--- config.mk ---
export PLATFORM = sky130hd
export DESIGN_NAME = transaction_status_and_contention_core_flat
export DESIGN_NICKNAME = d
export VERILOG_FILES = /design/src/sv/txs_pkg.sv /design/src/sv/txs_req_if.sv /design/src/sv/txs_rsp_if.sv /design/src/sv/txs_ram.sv /design/src/sv/txs_ctrl.sv /design/src/sv/txs_dp.sv /design/src/sv/transaction_status_and_contention_core.sv /design/src/flat_wrapper.sv
export SDC_FILE = /design/constraint.sdc
export NUM_CORES = 2
export LEC_CHECK = 0
export BUFFER_PORTS_ARGS = -buffer_cell sky130_fd_sc_hd__clkbuf_2
export CORE_MARGIN = 3
export CORE_UTILIZATION = 30
export CTS_CLUSTER_SIZE = 40
export DETAILED_ROUTE_END_ITERATION = 8
export SLEW_MARGIN = 15
export SYNTH_ARGS = -nofsm -noshare
export SYNTH_HDL_FRONTEND = slang
export SYNTH_SLANG_ARGS = --single-unit
export TNS_END_PERCENT = 1
--- constraint.sdc ---
create_clock -name clk -period 20.3 [get_ports clk]
set_clock_uncertainty 0.15 [all_clocks]
set_input_delay 4.06 -clock clk [delete_from_list [all_inputs] [get_ports clk]]
set_output_delay 4.06 -clock clk [all_outputs]
set_load 0.005 [all_outputs]
--- src/sv/txs_pkg.sv ---
// Shared types and codes for the transaction status and contention core.
package txs_pkg;

	localparam int unsigned SLOT_W  = 4;
	localparam int unsigned PRIO_W  = 8;
	localparam int unsigned RETRY_W = 16;
	localparam int unsigned STAMP_W = 64;
	localparam int unsigned EXT_W   = 9;

	typedef enum logic [2:0] {
		K_BEGIN      = 3'd0,
		K_RESTART    = 3'd1,
		K_ABORT      = 3'd2,
		K_END_DECIDE = 3'd3,
		K_END_FINISH = 3'd4,
		K_CONTEND    = 3'd5
	} kind_t;

	typedef enum logic [2:0] {
		ST_INACTIVE   = 3'd0,
		ST_ACTIVE     = 3'd1,
		ST_ABORTED    = 3'd2,
		ST_COMMITTING = 3'd3,
		ST_ABORTING   = 3'd4
	} status_t;

	typedef enum logic [2:0] {
		RC_OK       = 3'd0,
		RC_INVALID  = 3'd1,
		RC_BUSY     = 3'd2,
		RC_ALREADY  = 3'd3,
		RC_CANCELED = 3'd4,
		RC_VALFAIL  = 3'd5
	} rc_t;

	typedef enum logic {
		S_IDLE,
		S_EXEC
	} state_t;

	typedef struct packed {
		logic [2:0]        kind;
		logic [SLOT_W-1:0] slot_a;
		logic [SLOT_W-1:0] slot_b;
		logic              b_present;
		logic              validation_ok;
		logic [PRIO_W-1:0] prio_a;
		logic [PRIO_W-1:0] prio_b;
		logic [PRIO_W-1:0] current_prio;
	} req_t;

	typedef struct packed {
		logic [2:0]         result_code;
		logic               win;
		logic               may_wait;
		logic [2:0]         status_after;
		logic [RETRY_W-1:0] retry_count;
	} rsp_t;

	// One slot table entry; all-zero is the reset value
	typedef struct packed {
		logic [2:0]         status;
		logic               finishing;
		logic [RETRY_W-1:0] retries;
		logic [STAMP_W-1:0] stamp;
	} slot_t;

	localparam int unsigned SLOT_BITS = $bits(slot_t);

	typedef struct packed {
		logic capture;
		logic commit;
	} cmd_t;

	typedef struct packed {
		logic out_free;
	} sts_t;

endpackage

--- src/sv/txs_req_if.sv ---
// Request channel: valid/ready handshake carrying one request item.
interface txs_req_if;
	logic          valid;
	logic          ready;
	txs_pkg::req_t data;

	modport source (output valid, output data, input ready);
	modport sink (input valid, input data, output ready);
endinterface

--- src/sv/txs_rsp_if.sv ---
// Response channel: valid/ready handshake carrying one result item.
interface txs_rsp_if;
	logic          valid;
	logic          ready;
	txs_pkg::rsp_t data;

	modport source (output valid, output data, input ready);
	modport sink (input valid, input data, output ready);
endinterface

--- src/sv/txs_ram.sv ---
// Generic RAM: one write port, two registered read ports.
module txs_ram #(
	parameter int unsigned WIDTH = 8,
	parameter int unsigned DEPTH = 16
) (
	input  logic                                          clk,
	input  logic                                          we,
	input  logic [((DEPTH > 1) ? $clog2(DEPTH) : 1)-1:0] waddr,
	input  logic [WIDTH-1:0]                              wdata,
	input  logic                                          re,
	input  logic [((DEPTH > 1) ? $clog2(DEPTH) : 1)-1:0] raddr0,
	input  logic [((DEPTH > 1) ? $clog2(DEPTH) : 1)-1:0] raddr1,
	output logic [WIDTH-1:0]                              rdata0,
	output logic [WIDTH-1:0]                              rdata1
);

	logic [WIDTH-1:0] mem_q [DEPTH];

	// Write port
	always_ff @(posedge clk) begin
		if (we) begin
			mem_q[waddr] <= wdata;
		end
	end

	// Registered reads
	always_ff @(posedge clk) begin
		if (re) begin
			rdata0 <= mem_q[raddr0];
			rdata1 <= mem_q[raddr1];
		end
	end

endmodule

--- src/sv/txs_ctrl.sv ---
// Controller: sequences one request through table read and execute.
module txs_ctrl (
	input  logic          clk,
	input  logic          arst_n,
	input  logic          req_valid,
	output logic          req_ready,
	input  txs_pkg::sts_t sts,
	output txs_pkg::cmd_t cmd
);

	txs_pkg::state_t state_q;
	txs_pkg::state_t state_d;

	// Advance state
	always_ff @(posedge clk or negedge arst_n) begin
		if (!arst_n) begin
			state_q <= txs_pkg::S_IDLE;
		end else begin
			state_q <= state_d;
		end
	end

	// Next state
	always_comb begin
		state_d = state_q;
		unique case (state_q)
			txs_pkg::S_IDLE: begin
				if (req_valid) begin
					state_d = txs_pkg::S_EXEC;
				end
			end
			txs_pkg::S_EXEC: begin
				if (sts.out_free) begin
					state_d = txs_pkg::S_IDLE;
				end
			end
			default: begin
				state_d = txs_pkg::S_IDLE;
			end
		endcase
	end

	// Drive commands
	always_comb begin
		req_ready   = 1'b0;
		cmd.capture = 1'b0;
		cmd.commit  = 1'b0;
		unique case (state_q)
			txs_pkg::S_IDLE: begin
				req_ready   = 1'b1;
				cmd.capture = req_valid;
			end
			txs_pkg::S_EXEC: begin
				cmd.commit = sts.out_free;
			end
			default: begin
				req_ready = 1'b0;
			end
		endcase
	end

endmodule

--- src/sv/txs_dp.sv ---
// Datapath: slot table, timestamp counter, request decode and result register.
module txs_dp #(
	parameter int unsigned NUM_SLOTS = 16
) (
	input  logic          clk,
	input  logic          arst_n,
	input  txs_pkg::cmd_t cmd,
	output txs_pkg::sts_t sts,
	input  txs_pkg::req_t req_data,
	output logic          rsp_valid,
	input  logic          rsp_ready,
	output txs_pkg::rsp_t rsp_data
);

	localparam int unsigned IW = (NUM_SLOTS > 1) ? $clog2(NUM_SLOTS) : 1;

	txs_pkg::req_t                       req_q;
	logic [NUM_SLOTS-1:0]                valid_q;
	logic                                va_q;
	logic                                vb_q;
	logic [txs_pkg::STAMP_W-1:0]         stamp_q;
	logic                                rsp_valid_q;
	txs_pkg::rsp_t                       rsp_q;

	logic [txs_pkg::EXT_W-1:0]           rd_a_ext;
	logic [txs_pkg::EXT_W-1:0]           rd_b_ext;
	logic [IW-1:0]                       rd_a_idx;
	logic [IW-1:0]                       rd_b_idx;
	logic [txs_pkg::EXT_W-1:0]           a_ext;
	logic [txs_pkg::EXT_W-1:0]           b_ext;
	logic [IW-1:0]                       wr_idx;
	logic [txs_pkg::SLOT_BITS-1:0]       rdata_a;
	logic [txs_pkg::SLOT_BITS-1:0]       rdata_b;
	txs_pkg::slot_t                      ea;
	txs_pkg::slot_t                      eb;
	txs_pkg::slot_t                      na;
	logic                                a_ok;
	logic                                b_ok;
	logic                                we;
	logic                                stamp_inc;
	logic [txs_pkg::STAMP_W-1:0]         stamp_next;
	txs_pkg::rsp_t                       rsp_d;

	// Table addresses come straight from the request as it transfers
	assign rd_a_ext = txs_pkg::EXT_W'(req_data.slot_a);
	assign rd_b_ext = txs_pkg::EXT_W'(req_data.slot_b);
	assign rd_a_idx = rd_a_ext[IW-1:0];
	assign rd_b_idx = rd_b_ext[IW-1:0];

	assign a_ext  = txs_pkg::EXT_W'(req_q.slot_a);
	assign b_ext  = txs_pkg::EXT_W'(req_q.slot_b);
	assign wr_idx = a_ext[IW-1:0];
	assign a_ok   = a_ext < txs_pkg::EXT_W'(NUM_SLOTS);
	assign b_ok   = b_ext < txs_pkg::EXT_W'(NUM_SLOTS);

	txs_ram #(
		.WIDTH(txs_pkg::SLOT_BITS),
		.DEPTH(NUM_SLOTS)
	) u_slots (
		.clk    (clk),
		.we     (we),
		.waddr  (wr_idx),
		.wdata  (na),
		.re     (cmd.capture),
		.raddr0 (rd_a_idx),
		.raddr1 (rd_b_idx),
		.rdata0 (rdata_a),
		.rdata1 (rdata_b)
	);

	// Hold the request and the entry valid bits sampled with the read
	always_ff @(posedge clk) begin
		if (cmd.capture) begin
			req_q <= req_data;
			va_q  <= valid_q[rd_a_idx];
			vb_q  <= valid_q[rd_b_idx];
		end
	end

	// Entries never written read as the reset value
	assign ea = va_q ? txs_pkg::slot_t'(rdata_a) : '0;
	assign eb = vb_q ? txs_pkg::slot_t'(rdata_b) : '0;

	assign stamp_next = stamp_q + txs_pkg::STAMP_W'(1);

	// Execute the request against slot a (and slot b for contend)
	always_comb begin
		na        = ea;
		we        = 1'b0;
		stamp_inc = 1'b0;
		rsp_d     = '0;
		rsp_d.result_code = txs_pkg::RC_INVALID;
		if (a_ok) begin
			unique case (req_q.kind)
				txs_pkg::K_BEGIN, txs_pkg::K_RESTART: begin
					if (ea.status != txs_pkg::ST_INACTIVE || ea.finishing) begin
						rsp_d.result_code = txs_pkg::RC_ALREADY;
					end else begin
						rsp_d.result_code = txs_pkg::RC_OK;
						stamp_inc = 1'b1;
						we        = 1'b1;
						na.stamp  = stamp_next;
						na.status = txs_pkg::ST_ACTIVE;
						if (req_q.kind == txs_pkg::K_BEGIN) begin
							na.retries = '0;
						end
					end
				end
				txs_pkg::K_ABORT: begin
					unique case (ea.status)
						txs_pkg::ST_ACTIVE: begin
							rsp_d.result_code = txs_pkg::RC_OK;
							na.status = txs_pkg::ST_ABORTED;
							we        = 1'b1;
						end
						txs_pkg::ST_ABORTED, txs_pkg::ST_ABORTING: begin
							rsp_d.result_code = txs_pkg::RC_OK;
						end
						txs_pkg::ST_COMMITTING: begin
							rsp_d.result_code = txs_pkg::RC_BUSY;
						end
						default: begin
							rsp_d.result_code = txs_pkg::RC_INVALID;
						end
					endcase
				end
				txs_pkg::K_END_DECIDE: begin
					priority if (ea.finishing) begin
						rsp_d.result_code = txs_pkg::RC_BUSY;
					end else if (ea.status == txs_pkg::ST_INACTIVE) begin
						rsp_d.result_code = txs_pkg::RC_INVALID;
					end else if (ea.status != txs_pkg::ST_ACTIVE &&
							ea.status != txs_pkg::ST_ABORTED) begin
						rsp_d.result_code = txs_pkg::RC_BUSY;
					end else begin
						we           = 1'b1;
						na.finishing = 1'b1;
						if (ea.status == txs_pkg::ST_ACTIVE && req_q.validation_ok) begin
							rsp_d.result_code = txs_pkg::RC_OK;
							na.status = txs_pkg::ST_COMMITTING;
						end else begin
							na.status = txs_pkg::ST_ABORTING;
							// Saturating retry count
							if (ea.retries != {txs_pkg::RETRY_W{1'b1}}) begin
								na.retries = ea.retries + txs_pkg::RETRY_W'(1);
							end
							rsp_d.result_code = (ea.status == txs_pkg::ST_ACTIVE) ?
								txs_pkg::RC_VALFAIL : txs_pkg::RC_CANCELED;
						end
					end
				end
				txs_pkg::K_END_FINISH: begin
					if (ea.finishing) begin
						rsp_d.result_code = txs_pkg::RC_OK;
						we           = 1'b1;
						na.status    = txs_pkg::ST_INACTIVE;
						na.finishing = 1'b0;
					end else begin
						rsp_d.result_code = txs_pkg::RC_INVALID;
					end
				end
				txs_pkg::K_CONTEND: begin
					if (!req_q.b_present) begin
						// Against a plain task
						rsp_d.result_code = txs_pkg::RC_OK;
						if (ea.status == txs_pkg::ST_COMMITTING ||
								(ea.status == txs_pkg::ST_ACTIVE &&
								req_q.prio_a < req_q.current_prio)) begin
							rsp_d.win      = 1'b1;
							rsp_d.may_wait = 1'b1;
						end
					end else if (b_ok) begin
						// Against another transaction, status first
						rsp_d.result_code = txs_pkg::RC_OK;
						priority if (ea.status == txs_pkg::ST_ABORTED ||
								ea.status == txs_pkg::ST_ABORTING) begin
							rsp_d.win = 1'b0;
						end else if (eb.status == txs_pkg::ST_ABORTED ||
								eb.status == txs_pkg::ST_ABORTING) begin
							rsp_d.win = 1'b1;
						end else if (ea.status == txs_pkg::ST_COMMITTING) begin
							rsp_d.win = 1'b1;
						end else if (eb.status == txs_pkg::ST_COMMITTING) begin
							rsp_d.win = 1'b0;
						end else begin
							rsp_d.may_wait = (ea.status == txs_pkg::ST_ACTIVE) &&
								(eb.status == txs_pkg::ST_ACTIVE);
							priority if (req_q.prio_a < req_q.prio_b) begin
								rsp_d.win = 1'b1;
							end else if (req_q.prio_a > req_q.prio_b) begin
								rsp_d.win = 1'b0;
							end else begin
								rsp_d.win = ea.stamp < eb.stamp;
							end
						end
					end
				end
				default: begin
					rsp_d.result_code = txs_pkg::RC_INVALID;
				end
			endcase
			rsp_d.status_after = na.status;
			rsp_d.retry_count  = na.retries;
		end
		// Nothing is written unless the result can be stored
		if (!cmd.commit) begin
			we        = 1'b0;
			stamp_inc = 1'b0;
		end
	end

	// Entry valid bits and global timestamp
	always_ff @(posedge clk or negedge arst_n) begin
		if (!arst_n) begin
			valid_q <= '0;
			stamp_q <= '0;
		end else begin
			if (we) begin
				valid_q[wr_idx] <= 1'b1;
			end
			if (stamp_inc) begin
				stamp_q <= stamp_next;
			end
		end
	end

	// Result register: load on commit, drop on transfer
	always_ff @(posedge clk or negedge arst_n) begin
		if (!arst_n) begin
			rsp_valid_q <= 1'b0;
		end else if (cmd.commit) begin
			rsp_valid_q <= 1'b1;
		end else if (rsp_ready) begin
			rsp_valid_q <= 1'b0;
		end
	end

	always_ff @(posedge clk) begin
		if (cmd.commit) begin
			rsp_q <= rsp_d;
		end
	end

	assign sts.out_free = !rsp_valid_q || rsp_ready;
	assign rsp_valid    = rsp_valid_q;
	assign rsp_data     = rsp_q;

endmodule

--- src/sv/transaction_status_and_contention_core.sv ---
// Transaction status and contention core: top level.
//
// Requests arrive on req (valid/ready); each yields exactly one result on rsp.
// A request is one of begin, restart, abort, end-decide, end-finish or contend
// against a slot table of NUM_SLOTS entries and a 64-bit global timestamp.
// At the transfer edge the slot table read is issued (registered read of the
// slot RAM) and the request is captured; the execute step then runs it, writes
// the slot back and loads the result register, once that register is free.
// req_ready is high only in the idle state, so a new request is not taken until
// the current one has executed. rsp.valid rises when the execute step loads the
// result register, and the result then waits there until it transfers on rsp.
// A result waiting in the output register does not block the next transfer on
// req; when rsp is stalled, the execute step holds until the register frees,
// so a second item waits there and req_ready stays low.
// Reset clears the slot valid bits, making every slot read as inactive with
// zero flags, timestamp and retry count, and clears the global timestamp; no
// clearing pass is needed, and requests are taken right after reset.
module transaction_status_and_contention_core #(
	parameter int unsigned NUM_SLOTS = 16
) (
	input logic         clk,
	input logic         arst_n,
	txs_req_if.sink     req,
	txs_rsp_if.source   rsp
);

	txs_pkg::cmd_t cmd;
	txs_pkg::sts_t sts;

	txs_ctrl u_ctrl (
		.clk       (clk),
		.arst_n    (arst_n),
		.req_valid (req.valid),
		.req_ready (req.ready),
		.sts       (sts),
		.cmd       (cmd)
	);

	txs_dp #(
		.NUM_SLOTS(NUM_SLOTS)
	) u_dp (
		.clk       (clk),
		.arst_n    (arst_n),
		.cmd       (cmd),
		.sts       (sts),
		.req_data  (req.data),
		.rsp_valid (rsp.valid),
		.rsp_ready (rsp.ready),
		.rsp_data  (rsp.data)
	);

endmodule
--- src/flat_wrapper.sv ---
// flat-port wrapper written by rule: the top's interface ports become plain ports
module transaction_status_and_contention_core_flat 
#(
	parameter int unsigned NUM_SLOTS = 16
)
  (clk, arst_n, req_valid, req_data, req_ready, rsp_valid, rsp_data, rsp_ready);
  txs_req_if req_i ();
  txs_rsp_if rsp_i ();
  input logic clk;
  input logic arst_n;
  input wire logic [$bits(req_i.valid)-1:0] req_valid;
  input wire logic [$bits(req_i.data)-1:0] req_data;
  output wire logic [$bits(req_i.ready)-1:0] req_ready;
  output wire logic [$bits(rsp_i.valid)-1:0] rsp_valid;
  output wire logic [$bits(rsp_i.data)-1:0] rsp_data;
  input wire logic [$bits(rsp_i.ready)-1:0] rsp_ready;
  assign req_i.valid = req_valid;
  assign req_i.data = req_data;
  assign req_ready = req_i.ready;
  assign rsp_valid = rsp_i.valid;
  assign rsp_data = rsp_i.data;
  assign rsp_i.ready = rsp_ready;
  transaction_status_and_contention_core #(.NUM_SLOTS(NUM_SLOTS)) u_core (.clk(clk), .arst_n(arst_n), .req(req_i), .rsp(rsp_i));
endmodule
==> flow_summary_export.csv <==
group,metric,value,unit
synth,synth_enable_flop_cells,1554,
min_path,timing.hold.worst_path_depth,1,
synth,synth.ff_latch_count,1636,
timing,worst-slew-pin-transition,1.19,ns
global_route,aggregate_global_route_resource_usage,14.7,%
synth,syn_inst,3645,
route,via_to_cell_ratio,5.28,
timing,finalSetupViolCount,0,
min_path,worst_hold_path_type,"flop to flop",
clock_tree,clkLatencyLatePin,0.81,ns
synth,synthesis.yosys.warnings,0,
clock_tree,post_cts_setup_bufs,0,
synth,synth.yosys.seq_area_share,66.7,%
timing,report.final.hold_viol_count,0,
worst_setup_path,worstPathMaxFanout,86,
power_and_ir_drop,ir_worst_vdd,0.0000732,V
cells_and_area,synth_to_final_area_change,13.8,%
clock_tree,number_of_sinks_handled_by_clock_tree_synthesis,1636,
global_route,overflow,0,
worst_setup_path,timing.critical_path.required,20.68,ns
floorplan,die_w,500,um
clock_tree,cts_root_buf,"sky130_fd_sc_hd__clkbuf_16",
worst_setup_path,reg2reg_setup_slack,14.56,ns
synth,mappedNetlistArea,0.0731,mm^2
clock_tree,cts_made_buffers,165,
floorplan,floorplan.initialDensity,30.3,%
timing,maxSlewHeadroom,20.1,%
power_and_ir_drop,power.switching_fraction,24.9,%
timing,setup_repair_after_global_routing_missed_its_margin,"no",
placement,dp.final_hpwl,101000,um
route,wire_per_inst,26.0,um
route,drcViolationCount,0,
timing,timing.hold.ws,0.337,ns
global_route,grt_pass1_vias,39100,
synth,yosys.cell_types.count,64,
floorplan,floorplan.die.height,500,um
floorplan,core_area,0.241,mm^2
global_route,antenna_violations_before_repair,7,
worst_setup_path,critPathArrivalTime,8.19,ns
cells_and_area,register_area,0.0487,mm^2
worst_setup_path,timing.critical_path.to_type,"flop",
synth,synth-async-reset-ratio,5.01,%
global_route,grt_start_max_net_pins,104,
route,drtPass1Iterations,5,
worst_setup_path,reg2reg_depth,11,
clock_tree,tritoncts_clock_tree,"done",
cells_and_area,layout-drive-gt1-share,32.3,%
clock_tree,clk_path_buf_depth,3,
timing,final-max-slew-violation-count,0,
worst_setup_path,critPathKind,"input pin to flop",
power_and_ir_drop,clkPwrFrac,37.4,%
route,initialDrtViolationCount,3736,
worst_setup_path,type_of_origin_of_the_critical_path,"input pin",
synth,syn_area_per_cell,20.0,um^2
synth,syn_nets,3766,
cells_and_area,final_net_count,3903,
power_and_ir_drop,p_switching,0.00202,W
power_and_ir_drop,power.static_leakage,26.5,nW
worst_setup_path,worst_reg2reg_path_endpoint,"u_core.u_dp.rsp_data[20]",
timing,timing.fmax,0.128,GHz
cells_and_area,most_common_library_cell_in_the_layout_ignoring_fill_and_taps,"sky130_fd_sc_hd__edfxtp_1",
power_and_ir_drop,power-per-cell-area,97.4,mW/mm^2
power_and_ir_drop,p_comb_share,12.2,%
floorplan,die-area,0.250,mm^2
cells_and_area,layout.filler_cells,22300,
run_status,result_of_the_run,"finished, final reports clean",
clock_tree,htreeDepth,4,
floorplan,core.rowCount,180,
timing,tns,0,ns
clock_tree,cts_hold_repair.buffers,0,
placement,port_buffers,66,
min_path,holdCritStartpoint,"u_core.u_dp.valid_q[10]",
floorplan,io_pins,67,
clock_tree,clk_transition_reported_paths,0.06,ns
timing,final.period_utilization,38.5,%
route,final_antenna_net_count,0,
job,drv.max_cap_violation_count,0,
placement,gpl.final_weighted_congestion,0.775,
power_and_ir_drop,power_frac_seq,50.4,%
timing,period_minus_slack,7.81,ns
cells_and_area,multi_input_area,0.0235,mm^2
min_path,min_delay_worst_endpoint,"u_core.u_dp.valid_q[10]",
route,routed_wirelength,185000,um
global_route,grt_first_pass_wirelength,273000,um
clock_tree,post_cts_resize_count,0,
cells_and_area,layout.cells.most_common_list,"sky130_fd_sc_hd__edfxtp_1, sky130_fd_sc_hd__mux4_2, sky130_fd_sc_hd__nand2_1",
synth,synth_flop_cell,"sky130_fd_sc_hd__edfxtp_1",
power_and_ir_drop,p_int,0.00608,W
route,route.vias.total,37500,
worst_setup_path,worst_r2r_startpoint,"u_core.u_dp.vb_q",
==> logic make-up (layout without fill, tap and decap cells) <==
logic type      count (synthesis)  after routing  share of synthesized area [%]
compound gates                184            184                           1.52
other cells                     0              2                              0
flops                        1636           1636                           66.7
mux                           773            773                           23.7
buf+inv                       260            533                           1.35
simple gates                  586            586                           3.90
fa+ha+maj                      80             80                           1.37
xor+xnor                      126            126                           1.51
==> worst max-delay path, cell delays in order <==
cell	delay, ns
sky130_fd_sc_hd__buf_8	0.61
sky130_fd_sc_hd__buf_12	0.59
sky130_fd_sc_hd__buf_4	0.83
sky130_fd_sc_hd__buf_4	0.73
sky130_fd_sc_hd__mux4_2	0.61
sky130_fd_sc_hd__mux4_2	0.47
==> routing by layer <==
metal	GRT usage [%]	wire, um
met1	20.2	77900
met2	24.9	92700
met3	2.15	11000
met4	3.29	3470
met5	0	0
==> worst max-delay path by stage <==
stage                 start                             end  depth (start not counted)
3_5_place_dp   req_data[30]  u_core.u_dp.u_slots.rdata0[26]                          6
5_1_grt        req_data[30]  u_core.u_dp.u_slots.rdata0[26]                          6
4_1_cts        req_data[30]  u_core.u_dp.u_slots.rdata0[26]                          6
6_report       req_data[26]  u_core.u_dp.u_slots.rdata1[25]                          6
3_3_place_gp   req_data[30]  u_core.u_dp.u_slots.rdata0[65]                          6
2_1_floorplan     req_valid            u_core.u_dp.req_q[0]                          1
==> layout make-up <==
| class | count | share of cell area [%] |
|---|---|---|
| sequential | 1636 | 58.6 |
| multi-input combinational | 1749 | 28.3 |
| clock buffer | 205 | 5.24 |
| tap | 3185 | 4.79 |
| timing repair buffer | 201 | 1.77 |
| clock inverter | 98 | 1.22 |
| inverter | 29 | 0.131 |
| antenna | 2 | 0.00602 |
==> power groups by stage <==
stage                     Sequential, W  Combinational [W]  Clock [W]
after global placement          0.00415           0.000986          0
after detailed placement        0.00415            0.00100          0
final                           0.00409           0.000988    0.00303
after CTS                       0.00409            0.00100    0.00311
after global routing            0.00410            0.00108    0.00324
after floorplan                 0.00414           0.000616          0
==> metrics by stage <==
stage | setup slack (ns) | utilization [%] | total power, W | instances | cell area (um^2)
2_1_floorplan | 7.31 | - | 0.00476 | 3645 | 73100
3_3_place_gp | 11.51 | 32.2 | 0.00514 | 6800 | 77800
3_5_place_dp | 11.46 | 32.2 | 0.00515 | 6800 | 77800
4_1_cts | 12.36 | 34.5 | 0.00820 | 7103 | 83200
5_1_grt | 12.09 | 34.5 | 0.00842 | 7103 | 83200
6_report | 12.49 | 34.5 | 0.00811 | 7105 | 83200
==> synth_stat cells, types with 8 or more instances <==
cell	instances	area share, %
sky130_fd_sc_hd__dfrtp_1	82	2.8
sky130_fd_sc_hd__nand4_1	32	0.27
sky130_fd_sc_hd__xor2_1	55	0.66
sky130_fd_sc_hd__nand3_1	54	0.37
sky130_fd_sc_hd__or3_1	9	0.077
sky130_fd_sc_hd__xnor2_1	71	0.85
sky130_fd_sc_hd__clkbuf_1	178	0.91
sky130_fd_sc_hd__ha_1	80	1.4
sky130_fd_sc_hd__o21ai_0	88	0.60
sky130_fd_sc_hd__nor2_1	89	0.46
sky130_fd_sc_hd__edfxtp_1	1554	64
sky130_fd_sc_hd__mux4_2	765	24
sky130_fd_sc_hd__nor2b_1	8	0.068
sky130_fd_sc_hd__or2_2	20	0.17
sky130_fd_sc_hd__nor3_1	28	0.19
sky130_fd_sc_hd__a21o_1	15	0.15
sky130_fd_sc_hd__buf_1	49	0.25
sky130_fd_sc_hd__and2_1	73	0.62
sky130_fd_sc_hd__a21oi_1	32	0.22
sky130_fd_sc_hd__inv_1	29	0.15
sky130_fd_sc_hd__and3_1	11	0.094
sky130_fd_sc_hd__nand2_1	226	1.2
==> registers in the layout, summed over array words and instances (netlist names), 4 cells and up <==
register and flops:
u_core.u_dp.u_slots.mem_q 1344, u_core.u_dp.u_slots.rdata0 84, u_core.u_dp.u_slots.rdata1 67, u_core.u_dp.stamp_q 64, u_core.u_dp.req_q 29, u_core.u_dp.rsp_data 24, u_core.u_dp.valid_q 16, u_core.u_dp.wr_idx 4
Power figures use the tool's default switching activity.
